File: config.mk
export PLATFORM = sky130hd
export DESIGN_NAME = wall_range_odometry_localizer_top
export DESIGN_NICKNAME = d
export VERILOG_FILES = /design/src/hdl/wrl_pkg.sv /design/src/hdl/wall_range_odometry_localizer_top.sv /design/src/hdl/wrl_div.sv /design/src/hdl/wrl_ctrl.sv /design/src/hdl/wrl_dp.sv
export VERILOG_INCLUDE_DIRS = /design/src /design/src/hdl
export SDC_FILE = /design/constraint.sdc
export NUM_CORES = 2
export LEC_CHECK = 0
export ABC_AREA = 1
export BUFFER_PORTS_ARGS = -buffer_cell sky130_fd_sc_hd__buf_4
export CAP_MARGIN = 10
export CORE_MARGIN = 2
export CORE_UTILIZATION = 55
export DETAILED_ROUTE_END_ITERATION = 6
export GPL_TIMING_DRIVEN = 0
export PLACE_DENSITY = 0.81
export SLEW_MARGIN = 20
export SYNTH_ARGS = -nofsm -noshare
export SYNTH_HDL_FRONTEND = slang
export SYNTH_SLANG_ARGS = --single-unit
File: constraint.sdc
create_clock -name clk -period 11.2 [get_ports clk]
set_input_delay 0.56 -clock clk [delete_from_list [all_inputs] [get_ports clk]]
set_output_delay 0.56 -clock clk [all_outputs]
set_load 0.05 [all_outputs]
File: src/hdl/wall_range_odometry_localizer_top_assert.svh
// Assertion macros shared by the localizer modules.
// Each use expects clk and arst_n in scope.
`ifndef WALL_RANGE_ODOMETRY_LOCALIZER_TOP_ASSERT_SVH
`define WALL_RANGE_ODOMETRY_LOCALIZER_TOP_ASSERT_SVH

`ifndef ASSERT_OFF
`define WRL_ASSERT(lbl, prop) \
	lbl: assert property (@(posedge clk) disable iff (!arst_n) prop) \
		else $error("wrl assertion failed");
`define WRL_NEVER(lbl, expr) \
	`WRL_ASSERT(lbl, !(expr))
`else
`define WRL_ASSERT(lbl, prop)
`define WRL_NEVER(lbl, expr)
`endif

`endif

File: src/hdl/wrl_pkg.sv
`default_nettype none
package wrl_pkg;

	localparam int RING_DEPTH = 5;
	localparam int RING_IDX_W = (RING_DEPTH > 1) ? $clog2(RING_DEPTH) : 1;
	localparam int RING_CNT_W = $clog2(RING_DEPTH + 1);

	localparam int LEN_W = 19;
	localparam int POS_W = 20;
	localparam int HDG_W = 9;
	localparam int TOL_W = 16;
	localparam int COS_W = 17;
	localparam int SAT_W = 24;
	localparam int PROD_W = 38;
	localparam int NUM_W = 39;
	localparam int SUM_W = POS_W + $clog2(RING_DEPTH) + 1;
	localparam int SPAN_W = 24;

	localparam int DIV_N_W = 36;
	localparam int DIV_Q_W = 22;
	localparam int DIV_D_W = 17;
	localparam int DIV_CNT_W = 5;

	// ring average by reciprocal multiplication of the biased, non-negative sum
	localparam int AVG_SHIFT = 32;
	localparam int AVG_M_W = 32;
	localparam int AVG_PROD_W = SUM_W + AVG_M_W;
	localparam logic [AVG_M_W-1:0] AVG_RECIP =
		AVG_M_W'(((64'd1 << AVG_SHIFT) + 64'(RING_DEPTH - 1)) / 64'(RING_DEPTH));
	localparam logic [SUM_W-1:0] AVG_BIAS = SUM_W'(RING_DEPTH * (2**POS_W) + RING_DEPTH / 2);

	localparam int PADDR_W = 5;
	localparam int PDATA_W = 32;

	localparam logic [2:0] CMD_LEFT = 3'd0;
	localparam logic [2:0] CMD_RIGHT = 3'd1;
	localparam logic [2:0] CMD_ODOM = 3'd2;
	localparam logic [2:0] CMD_HEAD = 3'd3;
	localparam logic [2:0] CMD_MOTOR = 3'd4;

	localparam logic [2:0] REG_COURSE = 3'd0;
	localparam logic [2:0] REG_ROBOT_W = 3'd1;
	localparam logic [2:0] REG_TOL = 3'd2;
	localparam logic [2:0] REG_START_X = 3'd3;
	localparam logic [2:0] REG_START_Y = 3'd4;
	localparam logic [2:0] REG_START_HDG = 3'd5;

	localparam logic [LEN_W-1:0] RST_COURSE = 19'd121242;
	localparam logic [TOL_W-1:0] RST_ROBOT_W = 16'd11653;
	localparam logic [TOL_W-1:0] RST_TOL = 16'd3277;
	localparam logic signed [POS_W-1:0] RST_START_X = 20'sd68813;
	localparam logic signed [POS_W-1:0] RST_START_Y = 20'sd9830;
	localparam logic [HDG_W-1:0] RST_START_HDG = 9'd90;

	typedef enum logic [3:0] {
		S_IDLE,
		S_DIV_EXP,
		S_WAIT_EXP,
		S_SIDE,
		S_UPD,
		S_SUM,
		S_DIV_AVG,
		S_APPLY,
		S_OUT
	} ctl_state_t;

	typedef struct packed {
		logic accept;
		logic div_exp;
		logic side_wr;
		logic sum_clr;
		logic sum_step;
		logic div_avg;
		logic apply;
		logic use_avg;
		logic load_out;
	} ctl_cmd_t;

	typedef struct packed {
		logic turn;
		logic full;
		logic div_busy;
		logic sum_last;
	} dp_status_t;

	typedef struct packed {
		logic [LEN_W-1:0] course_size;
		logic [TOL_W-1:0] body_width;
		logic [TOL_W-1:0] tolerance;
	} cfg_t;

	typedef struct packed {
		logic x_we;
		logic y_we;
		logic hdg_we;
		logic signed [POS_W-1:0] start_x;
		logic signed [POS_W-1:0] start_y;
		logic [HDG_W-1:0] start_heading;
	} cfg_wr_t;

	function automatic logic signed [POS_W-1:0] sat_pos(input logic signed [SAT_W-1:0] v);
		logic signed [SAT_W-1:0] hi;
		logic signed [SAT_W-1:0] lo;
		hi = SAT_W'(2**(POS_W-1) - 1);
		lo = -SAT_W'(2**(POS_W-1));
		if (v > hi) begin
			return POS_W'(hi);
		end else if (v < lo) begin
			return POS_W'(lo);
		end
		return v[POS_W-1:0];
	endfunction

	// Q16 cosine of whole degrees 0..45
	function automatic logic [COS_W-1:0] cos_q16(input logic [5:0] deg);
		case (deg)
			6'd0: return 17'd65536;
			6'd1: return 17'd65526;
			6'd2: return 17'd65496;
			6'd3: return 17'd65446;
			6'd4: return 17'd65376;
			6'd5: return 17'd65287;
			6'd6: return 17'd65177;
			6'd7: return 17'd65048;
			6'd8: return 17'd64898;
			6'd9: return 17'd64729;
			6'd10: return 17'd64540;
			6'd11: return 17'd64332;
			6'd12: return 17'd64104;
			6'd13: return 17'd63856;
			6'd14: return 17'd63589;
			6'd15: return 17'd63303;
			6'd16: return 17'd62997;
			6'd17: return 17'd62672;
			6'd18: return 17'd62328;
			6'd19: return 17'd61966;
			6'd20: return 17'd61584;
			6'd21: return 17'd61183;
			6'd22: return 17'd60764;
			6'd23: return 17'd60326;
			6'd24: return 17'd59870;
			6'd25: return 17'd59396;
			6'd26: return 17'd58903;
			6'd27: return 17'd58393;
			6'd28: return 17'd57865;
			6'd29: return 17'd57319;
			6'd30: return 17'd56756;
			6'd31: return 17'd56175;
			6'd32: return 17'd55578;
			6'd33: return 17'd54963;
			6'd34: return 17'd54332;
			6'd35: return 17'd53684;
			6'd36: return 17'd53020;
			6'd37: return 17'd52339;
			6'd38: return 17'd51643;
			6'd39: return 17'd50931;
			6'd40: return 17'd50203;
			6'd41: return 17'd49461;
			6'd42: return 17'd48703;
			6'd43: return 17'd47930;
			6'd44: return 17'd47143;
			default: return 17'd46341;
		endcase
	endfunction

endpackage
`default_nettype wire

File: src/hdl/wall_range_odometry_localizer_top.sv
// Channel   Direction  Handshake               Payload
// config    in/out     psel/penable/pready     paddr, pwdata, prdata (six registers at 4*i)
// input     in         in_valid / in_stall     cmd, range_value, odom_x, odom_y, heading_in,
//                                              motor_turn
// output    out        out_valid / out_stall   pos_x, pos_y, heading_out, is_turning
//
// One item at a time. Motor commands, ignored codes and events dropped while turning
// are taken in idle and give no result. Odometry and heading go to the update, first
// through a ring sum and one reciprocal multiply for the average once the side ring is
// full. Range events first run the 22-step serial divider for the expected wall span and
// write the side ring, then take the same path. Reset loads the start pose.
// A result waits in the output register under out_stall while the next item is taken;
// each further stalled cycle holds that next item in its last state.
`default_nettype none
module wall_range_odometry_localizer_top import wrl_pkg::*; (
	input  logic clk,
	input  logic arst_n,
	input  logic psel,
	input  logic penable,
	input  logic pwrite,
	input  logic [PADDR_W-1:0] paddr,
	input  logic [PDATA_W-1:0] pwdata,
	output logic [PDATA_W-1:0] prdata,
	output logic pready,
	input  logic in_valid,
	output logic in_stall,
	input  logic [2:0] cmd,
	input  logic [LEN_W-1:0] range_value,
	input  logic signed [POS_W-1:0] odom_x,
	input  logic signed [POS_W-1:0] odom_y,
	input  logic signed [HDG_W-1:0] heading_in,
	input  logic motor_turn,
	output logic out_valid,
	input  logic out_stall,
	output logic signed [POS_W-1:0] pos_x,
	output logic signed [POS_W-1:0] pos_y,
	output logic [HDG_W-1:0] heading_out,
	output logic is_turning
);

	logic [LEN_W-1:0] course_q;
	logic [TOL_W-1:0] robot_w_q;
	logic [TOL_W-1:0] tol_q;
	logic signed [POS_W-1:0] start_x_q;
	logic signed [POS_W-1:0] start_y_q;
	logic [HDG_W-1:0] start_hdg_q;

	logic wr_en;
	logic [2:0] reg_idx;
	cfg_t cfg;
	cfg_wr_t cfg_wr;
	ctl_cmd_t ctl;
	dp_status_t st;
	logic out_free;

	logic signed [POS_W-1:0] est_x, est_y;
	logic [HDG_W-1:0] heading;
	logic turn;

	logic out_valid_q;
	logic signed [POS_W-1:0] pos_x_q, pos_y_q;
	logic [HDG_W-1:0] hdg_out_q;
	logic turn_out_q;

	// register file: a transfer completes in the access phase, no wait states
	assign pready = 1'b1;
	assign wr_en = psel & penable & pwrite;
	assign reg_idx = paddr[PADDR_W-1:2];

	always_ff @(posedge clk or negedge arst_n) begin
		if (!arst_n) begin
			course_q <= RST_COURSE;
			robot_w_q <= RST_ROBOT_W;
			tol_q <= RST_TOL;
			start_x_q <= RST_START_X;
			start_y_q <= RST_START_Y;
			start_hdg_q <= RST_START_HDG;
		end else if (wr_en) begin
			case (reg_idx)
				REG_COURSE: course_q <= pwdata[LEN_W-1:0];
				REG_ROBOT_W: robot_w_q <= pwdata[TOL_W-1:0];
				REG_TOL: tol_q <= pwdata[TOL_W-1:0];
				REG_START_X: start_x_q <= pwdata[POS_W-1:0];
				REG_START_Y: start_y_q <= pwdata[POS_W-1:0];
				REG_START_HDG: start_hdg_q <= pwdata[HDG_W-1:0];
				default: ;
			endcase
		end
	end

	always_comb begin
		case (reg_idx)
			REG_COURSE: prdata = PDATA_W'(course_q);
			REG_ROBOT_W: prdata = PDATA_W'(robot_w_q);
			REG_TOL: prdata = PDATA_W'(tol_q);
			REG_START_X: prdata = PDATA_W'(start_x_q);
			REG_START_Y: prdata = PDATA_W'(start_y_q);
			REG_START_HDG: prdata = PDATA_W'(start_hdg_q);
			default: prdata = '0;
		endcase
	end

	assign cfg.course_size = course_q;
	assign cfg.body_width = robot_w_q;
	assign cfg.tolerance = tol_q;

	// start pose writes also reload the pose state in the datapath
	assign cfg_wr.x_we = wr_en && (reg_idx == REG_START_X);
	assign cfg_wr.y_we = wr_en && (reg_idx == REG_START_Y);
	assign cfg_wr.hdg_we = wr_en && (reg_idx == REG_START_HDG);
	assign cfg_wr.start_x = pwdata[POS_W-1:0];
	assign cfg_wr.start_y = pwdata[POS_W-1:0];
	assign cfg_wr.start_heading = pwdata[HDG_W-1:0];

	// the result slot can take a new result when empty or being drained this cycle
	assign out_free = ~out_valid_q | ~out_stall;

	wrl_ctrl u_ctrl (
		.clk(clk),
		.arst_n(arst_n),
		.in_valid(in_valid),
		.cmd(cmd),
		.st(st),
		.out_free(out_free),
		.in_stall(in_stall),
		.ctl(ctl)
	);

	wrl_dp u_dp (
		.clk(clk),
		.arst_n(arst_n),
		.ctl(ctl),
		.cfg(cfg),
		.cfg_wr(cfg_wr),
		.cmd(cmd),
		.range_value(range_value),
		.odom_x(odom_x),
		.odom_y(odom_y),
		.heading_in(heading_in),
		.motor_turn(motor_turn),
		.st(st),
		.est_x(est_x),
		.est_y(est_y),
		.heading(heading),
		.turn(turn)
	);

	// output register: hold the result under stall, drop valid once taken
	always_ff @(posedge clk or negedge arst_n) begin
		if (!arst_n) begin
			out_valid_q <= 1'b0;
		end else if (ctl.load_out) begin
			out_valid_q <= 1'b1;
		end else if (!out_stall) begin
			out_valid_q <= 1'b0;
		end
	end

	always_ff @(posedge clk) begin
		if (ctl.load_out) begin
			pos_x_q <= est_x;
			pos_y_q <= est_y;
			hdg_out_q <= heading;
			turn_out_q <= turn;
		end
	end

	assign out_valid = out_valid_q;
	assign pos_x = pos_x_q;
	assign pos_y = pos_y_q;
	assign heading_out = hdg_out_q;
	assign is_turning = turn_out_q;

endmodule
`default_nettype wire

File: src/hdl/wrl_div.sv
`default_nettype none
// Restoring divider, one quotient bit a cycle; quotient known to fit DIV_Q_W bits
module wrl_div import wrl_pkg::*; (
	input  logic clk,
	input  logic arst_n,
	input  logic start,
	input  logic [DIV_N_W-1:0] dividend,
	input  logic [DIV_D_W-1:0] divisor,
	output logic busy,
	output logic [DIV_Q_W-1:0] quotient
);

	logic [DIV_D_W-1:0] rem_q;
	logic [DIV_D_W-1:0] den_q;
	logic [DIV_Q_W-1:0] quo_q;
	logic [DIV_CNT_W-1:0] cnt_q;
	logic busy_q;
	logic [DIV_D_W:0] trial;
	logic [DIV_D_W:0] diff;
	logic ge;

	assign trial = {rem_q, quo_q[DIV_Q_W-1]};
	assign diff = trial - {1'b0, den_q};
	assign ge = (trial >= {1'b0, den_q});

	always_ff @(posedge clk or negedge arst_n) begin
		if (!arst_n) begin
			busy_q <= 1'b0;
			cnt_q <= '0;
		end else if (start) begin
			busy_q <= 1'b1;
			cnt_q <= DIV_CNT_W'(DIV_Q_W);
		end else if (busy_q) begin
			cnt_q <= cnt_q - 1'b1;
			if (cnt_q == DIV_CNT_W'(1)) begin
				busy_q <= 1'b0;
			end
		end
	end

	always_ff @(posedge clk) begin
		if (start) begin
			rem_q <= {{(DIV_D_W-(DIV_N_W-DIV_Q_W)){1'b0}}, dividend[DIV_N_W-1:DIV_Q_W]};
			quo_q <= dividend[DIV_Q_W-1:0];
			den_q <= divisor;
		end else if (busy_q) begin
			rem_q <= ge ? diff[DIV_D_W-1:0] : trial[DIV_D_W-1:0];
			quo_q <= {quo_q[DIV_Q_W-2:0], ge};
		end
	end

	assign busy = busy_q;
	assign quotient = quo_q;

endmodule
`default_nettype wire

File: src/hdl/wrl_ctrl.sv
`default_nettype none
`include "wall_range_odometry_localizer_top_assert.svh"
module wrl_ctrl import wrl_pkg::*; (
	input  logic clk,
	input  logic arst_n,
	input  logic in_valid,
	input  logic [2:0] cmd,
	input  dp_status_t st,
	input  logic out_free,
	output logic in_stall,
	output ctl_cmd_t ctl
);

	ctl_state_t state_q;
	ctl_state_t state_nxt;

	always_ff @(posedge clk or negedge arst_n) begin
		if (!arst_n) begin
			state_q <= S_IDLE;
		end else begin
			state_q <= state_nxt;
		end
	end

	always_comb begin
		state_nxt = state_q;
		ctl = '0;
		in_stall = (state_q != S_IDLE);
		case (state_q)
			S_IDLE: begin
				if (in_valid) begin
					ctl.accept = 1'b1;
					if (cmd inside {CMD_LEFT, CMD_RIGHT}) begin
						if (!st.turn) state_nxt = S_DIV_EXP;
					end else if (cmd == CMD_ODOM) begin
						if (!st.turn) state_nxt = S_UPD;
					end else if (cmd == CMD_HEAD) begin
						state_nxt = S_UPD;
					end
				end
			end
			S_DIV_EXP: begin
				ctl.div_exp = 1'b1;
				state_nxt = S_WAIT_EXP;
			end
			S_WAIT_EXP: begin
				if (!st.div_busy) state_nxt = S_SIDE;
			end
			S_SIDE: begin
				ctl.side_wr = 1'b1;
				state_nxt = S_UPD;
			end
			S_UPD: begin
				if (st.turn) begin
					state_nxt = S_OUT;
				end else if (st.full) begin
					ctl.sum_clr = 1'b1;
					state_nxt = S_SUM;
				end else begin
					ctl.apply = 1'b1;
					state_nxt = S_OUT;
				end
			end
			S_SUM: begin
				ctl.sum_step = 1'b1;
				if (st.sum_last) state_nxt = S_DIV_AVG;
			end
			S_DIV_AVG: begin
				ctl.div_avg = 1'b1;
				state_nxt = S_APPLY;
			end
			S_APPLY: begin
				ctl.apply = 1'b1;
				ctl.use_avg = 1'b1;
				state_nxt = S_OUT;
			end
			S_OUT: begin
				if (out_free) begin
					ctl.load_out = 1'b1;
					state_nxt = S_IDLE;
				end
			end
			default: state_nxt = S_IDLE;
		endcase
	end

	`WRL_ASSERT(a_div_free, ctl.div_exp |-> !st.div_busy)
	`WRL_ASSERT(a_out_room, ctl.load_out |-> out_free)
	`WRL_ASSERT(a_avg_full, (ctl.apply && ctl.use_avg) |-> st.full)

endmodule
`default_nettype wire

File: src/hdl/wrl_dp.sv
`default_nettype none
`include "wall_range_odometry_localizer_top_assert.svh"
module wrl_dp import wrl_pkg::*; (
	input  logic clk,
	input  logic arst_n,
	input  ctl_cmd_t ctl,
	input  cfg_t cfg,
	input  cfg_wr_t cfg_wr,
	input  logic [2:0] cmd,
	input  logic [LEN_W-1:0] range_value,
	input  logic signed [POS_W-1:0] odom_x,
	input  logic signed [POS_W-1:0] odom_y,
	input  logic signed [HDG_W-1:0] heading_in,
	input  logic motor_turn,
	output dp_status_t st,
	output logic signed [POS_W-1:0] est_x,
	output logic signed [POS_W-1:0] est_y,
	output logic [HDG_W-1:0] heading,
	output logic turn
);

	logic signed [POS_W-1:0] est_x_q, est_y_q, odo_x_q, odo_y_q, odo_px_q, odo_py_q;
	logic [LEN_W-1:0] left_q, right_q;
	logic signed [POS_W-1:0] ring_q [RING_DEPTH];
	logic [RING_IDX_W-1:0] ring_idx_q;
	logic [RING_CNT_W-1:0] ring_fill_q;
	logic [HDG_W-1:0] heading_q;
	logic turn_q;
	logic signed [PROD_W-1:0] prod_q;
	logic [SUM_W-1:0] sum_q;
	logic [RING_IDX_W-1:0] sum_idx_q;
	logic signed [POS_W-1:0] avg_q;

	logic signed [9:0] h_s, off;
	logic [9:0] off_abs;
	logic [5:0] off_deg;
	logic form_a, facing_y;
	logic [COS_W-1:0] cos_v;
	logic signed [POS_W-1:0] lr_diff;
	logic signed [NUM_W-1:0] cs_ext, prod_ext, num, num_r;
	logic signed [POS_W-1:0] entry;
	logic [POS_W-1:0] lr_sum;
	logic signed [SPAN_W-1:0] expect_v, span;
	logic [SPAN_W-1:0] span_abs;
	logic span_ok;
	logic div_start, div_busy;
	logic [DIV_N_W-1:0] div_num;
	logic [DIV_D_W-1:0] div_den;
	logic [DIV_Q_W-1:0] quo;
	logic [AVG_PROD_W-1:0] avg_prod;
	logic signed [POS_W-1:0] avg;
	logic any_dev, avg_ok;
	logic signed [SAT_W-1:0] step_x, step_y;
	logic [HDG_W-1:0] hdg_wrapped;

	// heading sector, offset from nearest axis and which sign the lateral estimate takes
	always_comb begin
		h_s = $signed({1'b0, heading_q});
		if (heading_q > 9'd45 && heading_q <= 9'd135) begin
			off = 10'sd90 - h_s;
			form_a = 1'b1;
		end else if (heading_q > 9'd135 && heading_q <= 9'd225) begin
			off = h_s - 10'sd180;
			form_a = 1'b1;
		end else if (heading_q > 9'd225 && heading_q <= 9'd315) begin
			off = 10'sd270 - h_s;
			form_a = 1'b0;
		end else begin
			off = (heading_q > 9'd315) ? h_s - 10'sd360 : h_s;
			form_a = 1'b0;
		end
		off_abs = off[9] ? 10'(-off) : 10'(off);
		off_deg = (off_abs > 10'd45) ? 6'd45 : off_abs[5:0];
		facing_y = (heading_q > 9'd45 && heading_q <= 9'd135) ||
			(heading_q > 9'd225 && heading_q <= 9'd315);
	end

	assign cos_v = cos_q16(off_deg);
	assign lr_diff = $signed({1'b0, left_q}) - $signed({1'b0, right_q});

	// lateral entry = floor((C*2^16 +/- (L-R)*c + 2^16) / 2^17), saturated
	assign cs_ext = $signed({4'b0, cfg.course_size, 16'b0});
	assign prod_ext = {{(NUM_W-PROD_W){prod_q[PROD_W-1]}}, prod_q};
	assign num = form_a ? cs_ext + prod_ext : cs_ext - prod_ext;
	assign num_r = num + NUM_W'(65536);
	assign entry = sat_pos(SAT_W'($signed(num_r[NUM_W-1:17])));

	// span check against the rounded course_size/cos less robot width
	assign lr_sum = {1'b0, left_q} + {1'b0, right_q};
	assign expect_v = $signed({{(SPAN_W-DIV_Q_W){1'b0}}, quo}) -
		$signed({{(SPAN_W-TOL_W){1'b0}}, cfg.body_width});
	assign span = expect_v - $signed({{(SPAN_W-POS_W){1'b0}}, lr_sum});
	assign span_abs = span[SPAN_W-1] ? SPAN_W'(-span) : SPAN_W'(span);
	assign span_ok = span_abs < {{(SPAN_W-TOL_W-1){1'b0}}, cfg.tolerance, 1'b0};

	// serial divider for the expected span, rounded to nearest
	assign div_start = ctl.div_exp;
	assign div_num = DIV_N_W'({cfg.course_size, 16'b0}) + DIV_N_W'(cos_v[COS_W-1:1]);
	assign div_den = cos_v;

	wrl_div u_div (
		.clk(clk),
		.arst_n(arst_n),
		.start(div_start),
		.dividend(div_num),
		.divisor(div_den),
		.busy(div_busy),
		.quotient(quo)
	);

	// sum carries a bias of RING_DEPTH*2^20, so the low bits of the quotient are the average
	assign avg_prod = AVG_PROD_W'(sum_q) * AVG_PROD_W'(AVG_RECIP);
	assign avg = avg_q;

	always_comb begin
		logic signed [POS_W:0] d;
		logic [POS_W:0] d_abs;
		any_dev = 1'b0;
		for (int i = 0; i < RING_DEPTH; i++) begin
			d = $signed({avg[POS_W-1], avg}) - $signed({ring_q[i][POS_W-1], ring_q[i]});
			d_abs = d[POS_W] ? (POS_W+1)'(-d) : (POS_W+1)'(d);
			if (d_abs > (POS_W+1)'(cfg.tolerance)) any_dev = 1'b1;
		end
	end
	assign avg_ok = ctl.use_avg & ~any_dev;

	assign step_x = SAT_W'(est_x_q) + SAT_W'(odo_x_q) - SAT_W'(odo_px_q);
	assign step_y = SAT_W'(est_y_q) + SAT_W'(odo_y_q) - SAT_W'(odo_py_q);

	// negative yaw: bits read as h+512, so h+360 is bits-152 modulo 512
	assign hdg_wrapped = heading_in[HDG_W-1] ? HDG_W'(heading_in) - 9'd152 : HDG_W'(heading_in);

	always_ff @(posedge clk or negedge arst_n) begin
		if (!arst_n) begin
			est_x_q <= RST_START_X;
			odo_x_q <= RST_START_X;
			odo_px_q <= RST_START_X;
			est_y_q <= RST_START_Y;
			odo_y_q <= RST_START_Y;
			odo_py_q <= RST_START_Y;
			left_q <= '0;
			right_q <= '0;
			ring_idx_q <= '0;
			ring_fill_q <= '0;
			heading_q <= RST_START_HDG;
			turn_q <= 1'b0;
			sum_idx_q <= '0;
		end else begin
			if (cfg_wr.x_we) begin
				est_x_q <= cfg_wr.start_x;
				odo_x_q <= cfg_wr.start_x;
				odo_px_q <= cfg_wr.start_x;
			end
			if (cfg_wr.y_we) begin
				est_y_q <= cfg_wr.start_y;
				odo_y_q <= cfg_wr.start_y;
				odo_py_q <= cfg_wr.start_y;
			end
			if (cfg_wr.hdg_we) begin
				heading_q <= (cfg_wr.start_heading >= 9'd360) ?
					cfg_wr.start_heading - 9'd360 : cfg_wr.start_heading;
			end
			if (ctl.accept) begin
				case (cmd)
					CMD_LEFT: if (!turn_q) left_q <= range_value;
					CMD_RIGHT: if (!turn_q) right_q <= range_value;
					CMD_ODOM: begin
						if (!turn_q) begin
							odo_px_q <= odo_x_q;
							odo_py_q <= odo_y_q;
							odo_x_q <= odom_x;
							odo_y_q <= odom_y;
						end
					end
					CMD_HEAD: heading_q <= hdg_wrapped;
					CMD_MOTOR: begin
						if (motor_turn) begin
							turn_q <= 1'b1;
						end else begin
							if (turn_q) begin
								ring_idx_q <= '0;
								ring_fill_q <= '0;
							end
							turn_q <= 1'b0;
						end
					end
					default: ;
				endcase
			end
			if (ctl.side_wr && span_ok) begin
				ring_idx_q <= (ring_idx_q == RING_IDX_W'(RING_DEPTH - 1)) ?
					'0 : ring_idx_q + 1'b1;
				if (ring_fill_q < RING_CNT_W'(RING_DEPTH)) ring_fill_q <= ring_fill_q + 1'b1;
			end
			if (ctl.sum_clr) begin
				sum_idx_q <= '0;
			end else if (ctl.sum_step) begin
				sum_idx_q <= sum_idx_q + 1'b1;
			end
			if (ctl.apply) begin
				if (facing_y) begin
					est_y_q <= sat_pos(step_y);
					odo_py_q <= odo_y_q;
					if (avg_ok) est_x_q <= avg;
				end else begin
					est_x_q <= sat_pos(step_x);
					odo_px_q <= odo_x_q;
					if (avg_ok) est_y_q <= avg;
				end
			end
		end
	end

	always_ff @(posedge clk) begin
		if (ctl.side_wr && span_ok) ring_q[ring_idx_q] <= entry;
		if (ctl.div_exp) prod_q <= lr_diff * $signed({1'b0, cos_v});
		if (ctl.sum_clr) begin
			sum_q <= AVG_BIAS;
		end else if (ctl.sum_step) begin
			sum_q <= sum_q + SUM_W'(ring_q[sum_idx_q]);
		end
		if (ctl.div_avg) avg_q <= avg_prod[AVG_SHIFT+POS_W-1:AVG_SHIFT];
	end

	assign st.turn = turn_q;
	assign st.full = (ring_fill_q == RING_CNT_W'(RING_DEPTH));
	assign st.div_busy = div_busy;
	assign st.sum_last = (sum_idx_q == RING_IDX_W'(RING_DEPTH - 1));

	assign est_x = est_x_q;
	assign est_y = est_y_q;
	assign heading = heading_q;
	assign turn = turn_q;

	`WRL_ASSERT(a_fill_max, ring_fill_q <= RING_CNT_W'(RING_DEPTH))
	`WRL_NEVER(a_idx_range, {1'b0, ring_idx_q} >= (RING_IDX_W+1)'(RING_DEPTH))
	`WRL_NEVER(a_hdg_range, heading_q >= 9'd360)

endmodule
`default_nettype wire

== Word level (Yosys, flattened, before mapping) ==
Memory sizes are Yosys's and may differ from the RTL's.
Cells that the tools add are included.

* Input bits: 116
* Register bits after elaboration: 476
* Memory bits (writable): 100
* Memories kept: 2
* Output and inout port bits: 85
* Memory bits (read-only): 1088
* Word-level logic and storage cells: 293

* Reductions and logical operators: 29
* $add $sub $neg: 36
* Bitwise gates (word level): 8
* Equal/unequal tests: 30
* Multiplexer cells: 129
* Order comparisons: 23
* $mul: 2

{| class="wikitable"
|+ Memory list
! memory !! words !! width !! rd ports !! clocked after memory_dff !! write ports !! RTL line !! text
|-
| (no name shown) || 64 || 17 || 1 || 0 || 0 || wrl_pkg.sv:116 || <nowiki>case (deg)</nowiki>
|-
| u_dp.ring_q || 5 || 20 || 6 || 0 || 1 || wrl_dp.sv:24 || <nowiki>logic signed [POS_W-1:0] ring_q [RING_DEPTH];</nowiki>
|}

{| class="wikitable"
|+ Operators by type and width
! cell !! count
|-
| 20-bit 2-to-1 mux || 37
|-
| 32-bit one-hot mux with 6 select lines || 1
|-
| 21-bit by 16-bit > comparator with 1-bit output || 5
|-
| 21-bit 2-to-1 mux || 5
|-
| 21-bit negation || 5
|-
| 20-bit by 20-bit subtractor with 21-bit output || 5
|-
| 24-bit by 28-bit multiplier with 50-bit output (second input constant) || 1
|-
| 10-bit 2-to-1 mux || 5
|-
| 24-bit by 20-bit > comparator with 1-bit output (second input constant) || 2
|-
| 24-bit by 20-bit < comparator with 1-bit output (second input constant) || 2
|-
| 9-bit 2-to-1 mux || 5
|-
| 22-bit 2-to-1 mux || 2
|-
| 4-bit 2-to-1 mux || 11
|-
| 21-bit by 20-bit subtractor with 22-bit output || 2
|-
| 20-bit by 20-bit adder with 21-bit output || 2
|-
| 3-bit 2-to-1 mux || 14
|-
| 36-bit by 38-bit adder with 39-bit output || 1
|-
| 39-bit by 18-bit adder with 39-bit output (second input constant) || 1
|-
| 1-bit 2-to-1 mux || 39
|-
| 39-bit 2-to-1 mux || 1
|-
| 36-bit by 38-bit subtractor with 39-bit output || 1
|-
| 20-bit by 18-bit multiplier with 38-bit output || 1
|-
| 35-bit by 16-bit adder with 36-bit output || 1
|-
| 4-bit one-hot mux with 9 select lines || 1
|-
| other kinds (59) || 107
|}

== Depth between registers and ports, before layout ==
An unclocked memory read counts as a cell.

* Depth after elaboration: 15
* Gate-level depth with buffers: 71
* Mapped depth without buffers: 69

== By module ==
A second synthesis with hierarchy kept.

* Cells, all modules: 9697
* Area total of the unflattened synthesis: 74022.2 µm²

{| class="wikitable"
|+ Modules (own cells, without submodules)
! module !! times used !! cells each !! area each (µm²) !! seq. area each (µm²)
|-
| wrl_dp || 1 || 8439 || 62967.9 || 11517.3
|-
| wall_range_odometry_localizer_top || 1 || 699 || 6701.4 || 4082.7
|-
| wrl_div || 1 || 494 || 3965.1 || 1801.7
|-
| wrl_ctrl || 1 || 65 || 387.9 || 100.1
|}

== Worst setup path before layout ==
No wires, ideal clock.

* Kind: register to register
* From: register u_dp.heading_q[3], in the netlist u_dp.heading[3]
* To: register u_dp.prod_q[30], data pin
* Path slack: 1.922 ns
* Cell stages (with the launch flop): 57
* Arrival: 9.013 ns
* Buffers on the path: 1
* Required time: 10.935 ns
* Cells stage by stage: dfstp_2 -> inv_1 -> ha_1 -> inv_1 -> nor2_1 -> nand2_1 -> nand3_2 -> nand2_4 -> nand2_2 -> nand2_1 -> nand2_1 -> nand2_1 -> nand2_1 -> inv_1 -> ha_1 -> inv_1 -> nand2_1 -> nand3_1 -> [... 21 more ...] -> fa_1 -> inv_1 -> fa_1 -> fa_1 -> inv_1 -> fa_1 -> inv_1 -> ha_1 -> a21oi_1 -> a21boi_0 -> o21ai_0 -> nand2_1 -> nand2_1 -> nand2_1 -> nand2_1 -> a21boi_0 -> o21ai_0 -> xor2_1

* Longest elaborated chain between the ends: 11

{| class="wikitable"
|+ RTL lines
! element !! RTL line !! text
|-
| start: declaration || wrl_dp.sv:27 || <nowiki>logic [HDG_W-1:0] heading_q;</nowiki>
|-
| start signal: assignment || wrl_dp.sv:160 || <nowiki>heading_q <= (cfg_wr.start_heading >= 9'd360) ?</nowiki>
|-
| start signal: assignment || wrl_dp.sv:175 || <nowiki>CMD_HEAD: heading_q <= hdg_wrapped;</nowiki>
|-
| 9-bit by 9-bit subtractor with 10-bit output (tied with other cells) || wrl_dp.sv:69 || <nowiki>off = (heading_q > 9'd315) ? h_s - 10'sd360 : h_s;</nowiki>
|-
| 10-bit 2-to-1 mux / 1-bit logical AND (equally long branches) || wrl_dp.sv:69, wrl_dp.sv:65 ||
|-
| 10-bit 2-to-1 mux || wrl_dp.sv:65 || <nowiki>end else if (heading_q > 9'd225 && heading_q <= 9'd315) begin</nowiki>
|-
| 10-bit 2-to-1 mux || wrl_dp.sv:62 || <nowiki>end else if (heading_q > 9'd135 && heading_q <= 9'd225) begin</nowiki>
|-
| 10-bit 2-to-1 mux * || wrl_dp.sv:59 || <nowiki>if (heading_q > 9'd45 && heading_q <= 9'd135) begin</nowiki>
|-
| 10-bit negation || wrl_dp.sv:72 || <nowiki>off_abs = off[9] ? 10'(-off) : 10'(off);</nowiki>
|-
| 10-bit 2-to-1 mux * || wrl_dp.sv:72 ||
|-
| 10-bit by 6-bit > comparator with 1-bit output || wrl_dp.sv:73 || <nowiki>off_deg = (off_abs > 10'd45) ? 6'd45 : off_abs[5:0];</nowiki>
|-
| 6-bit 2-to-1 mux * || wrl_dp.sv:73 ||
|-
| memory 64 x 17 bit * || -- ||
|-
| 20-bit by 18-bit multiplier with 38-bit output * || wrl_dp.sv:216 || <nowiki>if (ctl.div_exp) prod_q <= lr_diff * $signed({1'b0, cos_v});</nowiki>
|-
| end signal: assignment || wrl_dp.sv:216 ||
|-
| end: declaration || wrl_dp.sv:29 || <nowiki>logic signed [PROD_W-1:0] prod_q;</nowiki>
|}

Every way passes the cells marked *; elsewhere a longest branch is shown, timed or not.
A chain may end at the register's enable or synchronous reset.

== Worst setup path in the final report ==
* From: register u_dp.heading_q[4], in the netlist u_dp.heading[4]
* To: register u_dp.prod_q[29], data pin

* Longest elaborated chain between the ends: 11

{| class="wikitable"
|+ RTL lines
! element !! RTL line !! text
|-
| 9-bit by 9-bit subtractor with 10-bit output (tied with other cells) || wrl_dp.sv:69 ||
|-
| 10-bit 2-to-1 mux / 1-bit logical AND (equally long branches) || wrl_dp.sv:69, wrl_dp.sv:65 ||
|-
| 10-bit 2-to-1 mux || wrl_dp.sv:65 ||
|-
| 10-bit 2-to-1 mux || wrl_dp.sv:62 ||
|-
| 10-bit 2-to-1 mux * || wrl_dp.sv:59 ||
|-
| 10-bit negation || wrl_dp.sv:72 ||
|-
| 10-bit 2-to-1 mux * || wrl_dp.sv:72 ||
|-
| 10-bit by 6-bit > comparator with 1-bit output || wrl_dp.sv:73 ||
|-
| 6-bit 2-to-1 mux * || wrl_dp.sv:73 ||
|-
| memory 64 x 17 bit * || -- ||
|-
| named net u_dp.cos_v[5] || wrl_dp.sv:38 || <nowiki>logic [COS_W-1:0] cos_v;</nowiki>
|-
| 20-bit by 18-bit multiplier with 38-bit output * || wrl_dp.sv:216 ||
|}

The timed path passes the listed nets; every way through them passes the cells marked *.

==> impl_metrics.sql <==
INSERT INTO impl_metrics (metric_group, metric, value, unit) VALUES
('status', 'violations', 'DRC', ''),
('cells_and_area', 'layout-drive-gt1-share', '0.0705', ''),
('timing', 'timing.final.crit_share', '0.956', ''),
('critical_path', 'critPathLaunchType', 'flop', ''),
('run', 'max_cap_violations', '0', ''),
('synthesis', 'synth_area_leaders', 'sky130_fd_sc_hd__fa_1 16%, sky130_fd_sc_hd__edfxtp_1 13%, sky130_fd_sc_hd__ha_1 12%', ''),
('synthesis', 'main_combinational_cell_family_by_area_after_synthesis', 'adder cells', ''),
('clock_tree', 'clk_path_buf_depth', '3', ''),
('timing', 'final_hold_vio_count', '0', ''),
('critical_path', 'cpLargestDelayFamily', 'adder cells', ''),
('clock_tree', 'cts_tree', 'done', ''),
('critical_path', 'critPathCaptureType', 'flop', ''),
('routing', 'drt-wirelength-per-cell', '20.9', 'um'),
('synthesis', 'synth_mux_area_frac', '0.000277', ''),
('timing', 'finalSetupViolations', '0', ''),
('synthesis', 'yosys.area_share.simple', '0.184', ''),
('status', 'status', 'complete, but fails checks', ''),
('cells_and_area', 'n_fill_cell', '11600', ''),
('floorplan', 'initial_core_util', '0.556', ''),
('synthesis', 'seq_area_frac_synth', '0.243', ''),
('clock_tree', 'cts.root.buffer_cell', 'sky130_fd_sc_hd__clkbuf_16', ''),
('timing', 'max_slew_margin', '0.202', ''),
('synthesis', 'synthFlopType', 'sky130_fd_sc_hd__edfxtp_1', ''),
('routing', 'vias', '65300', ''),
('placed_design', 'detailedPlacementHpwl', '195', 'mm'),
('synthesis', 'synthesis.area_per_instance', '7.77', 'um2'),
('routing', 'drtIter0Drc', '7196', ''),
('timing', 'hold_ws', '68.3', 'ps'),
('synthesis', 'synthDistinctLibCells', '72', ''),
('routing', 'ant_nets', '0', ''),
('synthesis', 'synth_nets', '10700', ''),
('synthesis', 'yosys_register_bits', '636', ''),
('critical_path', 'worst_ep_arrival_time', '11190', 'ps'),
('critical_path', 'crit_path_top_delay_cell', 'sky130_fd_sc_hd__dfstp_2', ''),
('clock_tree', 'clkSinkCount', '636', ''),
('routing', 'via_per_inst', '5.73', ''),
('floorplan', 'fp-row-count', '132', ''),
('cells_and_area', 'area_of_the_multi_input_gates', '46500', 'um2'),
('placed_design', 'place.detailed.instances', '11200', ''),
('synthesis', 'synth_compound_gate_area_share', '0.130', ''),
('synthesis', 'synth_enable_flop_cells', '321', ''),
('routing', 'route.final.wire_length', '238', 'mm'),
('synthesis', 'yosys.area.top_type', 'sky130_fd_sc_hd__fa_1', ''),
('routing', 'route.detailed.drc', '4', ''),
('placed_design', 'placement.io_buffers', '185', ''),
('synthesis', 'synth_area_in_xor_xnor', '0.0487', ''),
('floorplan', 'core_area', '130000', 'um2'),
('routing', 'firstDrtPassIters', '7', ''),
('hold_path', 'min_path_type', 'in -> reg', ''),
('synthesis', 'synth_async_sr_flop_share', '0.453', ''),
('floorplan', 'die-width', '366', 'um'),
('cells_and_area', 'nNetsFinal', '11000', ''),
('floorplan', 'floorplan.die.height', '366', 'um'),
('global_routing', 'antenna_violations_before_repair', '10', ''),
('global_routing', 'first_global_vias', '64000', ''),
('global_routing', 'grt_start_max_net_pins', '97', ''),
('synthesis', 'yosysWarnings', '0', ''),
('critical_path', 'criticalPathCategory', 'reg -> reg', ''),
('synthesis', 'mappedNetlistArea', '72200', 'um2'),
('synthesis', 'post_synth_top_area_share', '0.156', ''),
('critical_path', 'worstPathMaxFanout', '10', ''),
('critical_path', 'worstPathRequired', '11680', 'ps'),
('clock_tree', 'clk_latency', '720', 'ps'),
('critical_path', 'most_frequent_cell_on_critical_path', 'sky130_fd_sc_hd__nand2_1', ''),
('global_routing', 'grt_pass1_wl', '369', 'mm'),
('global_routing', 'grt.total_usage', '0.353', ''),
('critical_path', 'cp.buffers_inverters', '15', ''),
('cells_and_area', 'sequential_cell_area', '17500', 'um2'),
('placed_design', 'finalWeightedCongestion', '1.02', ''),
('cells_and_area', 'instances_no_fill', '11400', ''),
('critical_path', 'worst_path_largest_cell_delay', '580', 'ps');
stage by stage:
step	util	area, um2	TNS [ps]	worst slack, ps
after floorplan	-	72200	0	1920
after global placement	0.583	75700	0	157
after detailed placement	0.586	76100	0	49.3
after CTS	0.606	78700	0	42.7
after global routing	0.607	78800	-19.1	-19.1
final	0.607	78800	0	489
final cells by class:
class	instances	area share
Buffer	236	0.0150
Timing Repair Buffer	214	0.0227
Tap cell	1742	0.0276
Clock buffer	101	0.0267
Sequential cell	636	0.222
Clock inverter	39	0.00586
Multi-Input combinational cell	6528	0.590
Antenna cell	2	0.0000635
Inverter	1891	0.0902
cells by family after synthesis:
family                   after synthesis
XOR/XNOR                             401
other                                  1
flip-flops                           636
AND/OR/NAND/NOR                     3156
adder cells (fa/ha/maj)             1283
buffers and inverters               2127
AO/OA/AOI/OAI                       1685
multiplexers                           2
flip-flops by register name, indices dropped and copies added, names as in the netlist, 22 cells and up:
name	flops
u_dp.u_div.quotient	22
u_dp.ring_q	160
u_dp.sum_q	24
u_dp.prod_q	38
metal layers:
metal  part of all wire  wire [um]  global-route usage  vias up
met5            0.00033         79                   0        -
met3               0.11      25800              0.0817      593
li1                   -          -                   -    30300
met2               0.44     104000               0.543     3254
met4              0.050      12000               0.154       14
met1               0.40      96200               0.477    31100
final timing paths:
path | cells past startpoint | to | slack, ps | from
setup reg to reg | 61 | u_dp.prod_q[29]$_DFFE_PP_ | 490 | u_dp.heading[4]$_DFF_PN1_
hold reg to reg | 0 | pos_x[17]$_DFFE_PP_ | 440 | u_dp.est_x[17]$_DFF_PN0_
min in group asynchronous | 2 | start_hdg_q[2]$_DFFE_PN0P_ | 400 | arst_n
max in group asynchronous | 4 | u_dp.odo_px_q[16]$_DFF_PN1_ | 9450 | arst_n
setup / recovery | 61 | u_dp.prod_q[29]$_DFFE_PP_ | 490 | u_dp.heading[4]$_DFF_PN1_
hold / removal | 3 | u_dp.odo_y_q[14]$_DFF_PN0_ | 70 | odom_y[14]
synthesized netlist by cell type, types with 12 or more instances:
master                     count
sky130_fd_sc_hd__a211oi_1     26
sky130_fd_sc_hd__a21boi_0     25
sky130_fd_sc_hd__a21o_1       29
sky130_fd_sc_hd__a21oi_1     651
sky130_fd_sc_hd__a31oi_1      66
sky130_fd_sc_hd__buf_2        18
sky130_fd_sc_hd__buf_4        31
sky130_fd_sc_hd__buf_6        19
sky130_fd_sc_hd__clkbuf_1    160
sky130_fd_sc_hd__clkinv_1     16
sky130_fd_sc_hd__dfrtp_1     196
sky130_fd_sc_hd__dfstp_2      92
sky130_fd_sc_hd__dfxtp_1      27
sky130_fd_sc_hd__edfxtp_1    321
sky130_fd_sc_hd__fa_1        562
sky130_fd_sc_hd__ha_1        721
sky130_fd_sc_hd__inv_1      1848
sky130_fd_sc_hd__inv_2        26
sky130_fd_sc_hd__nand2_1    1761
sky130_fd_sc_hd__nand2_2      25
sky130_fd_sc_hd__nand3_1     311
sky130_fd_sc_hd__nand3_2      12
sky130_fd_sc_hd__nand3b_1     19
sky130_fd_sc_hd__nand4_1      90
sky130_fd_sc_hd__nor2_1      752
sky130_fd_sc_hd__nor2_2       31
sky130_fd_sc_hd__nor3_1       82
sky130_fd_sc_hd__nor4_1       22
sky130_fd_sc_hd__o211ai_1     32
sky130_fd_sc_hd__o21a_1       21
sky130_fd_sc_hd__o21ai_0     606
sky130_fd_sc_hd__o21ai_1      51
sky130_fd_sc_hd__o21bai_1     37
sky130_fd_sc_hd__o221ai_1     32
sky130_fd_sc_hd__o22ai_1      46
sky130_fd_sc_hd__xnor2_1      88
sky130_fd_sc_hd__xor2_1      313
tightest hold or removal path: stages:
cell                      delay, ps
sky130_fd_sc_hd__buf_4           80
sky130_fd_sc_hd__o22ai_1         70
sky130_fd_sc_hd__inv_1           50
layout by cell type, fill, tap and decap left out, types with 21 or more instances in the layout:
cell / n
sky130_fd_sc_hd__a211oi_1: 26
sky130_fd_sc_hd__a21boi_0: 23
sky130_fd_sc_hd__a21o_1: 29
sky130_fd_sc_hd__a21oi_1: 650
sky130_fd_sc_hd__a31oi_1: 64
sky130_fd_sc_hd__buf_4: 227
sky130_fd_sc_hd__buf_6: 29
sky130_fd_sc_hd__clkbuf_1: 173
sky130_fd_sc_hd__clkbuf_16: 76
sky130_fd_sc_hd__dfrtp_1: 196
sky130_fd_sc_hd__dfstp_2: 92
sky130_fd_sc_hd__dfxtp_1: 27
sky130_fd_sc_hd__edfxtp_1: 321
sky130_fd_sc_hd__fa_1: 561
sky130_fd_sc_hd__ha_1: 720
sky130_fd_sc_hd__inv_1: 1843
sky130_fd_sc_hd__inv_2: 28
sky130_fd_sc_hd__nand2_1: 1761
sky130_fd_sc_hd__nand2_2: 24
sky130_fd_sc_hd__nand3_1: 311
sky130_fd_sc_hd__nand4_1: 90
sky130_fd_sc_hd__nor2_1: 742
sky130_fd_sc_hd__nor2_2: 41
sky130_fd_sc_hd__nor3_1: 79
sky130_fd_sc_hd__nor4_1: 21
sky130_fd_sc_hd__o211ai_1: 32
sky130_fd_sc_hd__o21a_1: 21
sky130_fd_sc_hd__o21ai_0: 605
sky130_fd_sc_hd__o21ai_1: 51
sky130_fd_sc_hd__o21bai_1: 37
sky130_fd_sc_hd__o221ai_1: 32
sky130_fd_sc_hd__o22ai_1: 45
sky130_fd_sc_hd__xnor2_1: 88
sky130_fd_sc_hd__xor2_1: 311
what timing repair did:
| item | in CTS | in global routing |
|---|---|---|
| pin swaps | 0 | 2 |
| setup endpoints to repair | 1 | 15 |
| hold buffers | 1 | 0 |
| hold endpoints to repair | 34 | 0 |
| setup buffers | 2 | 9 |
| resized for setup | 1 | 21 |
Power is left out: the tool's default activity adds up to more than one toggle a clock period on the data nets, which glitch-free logic cannot reach.
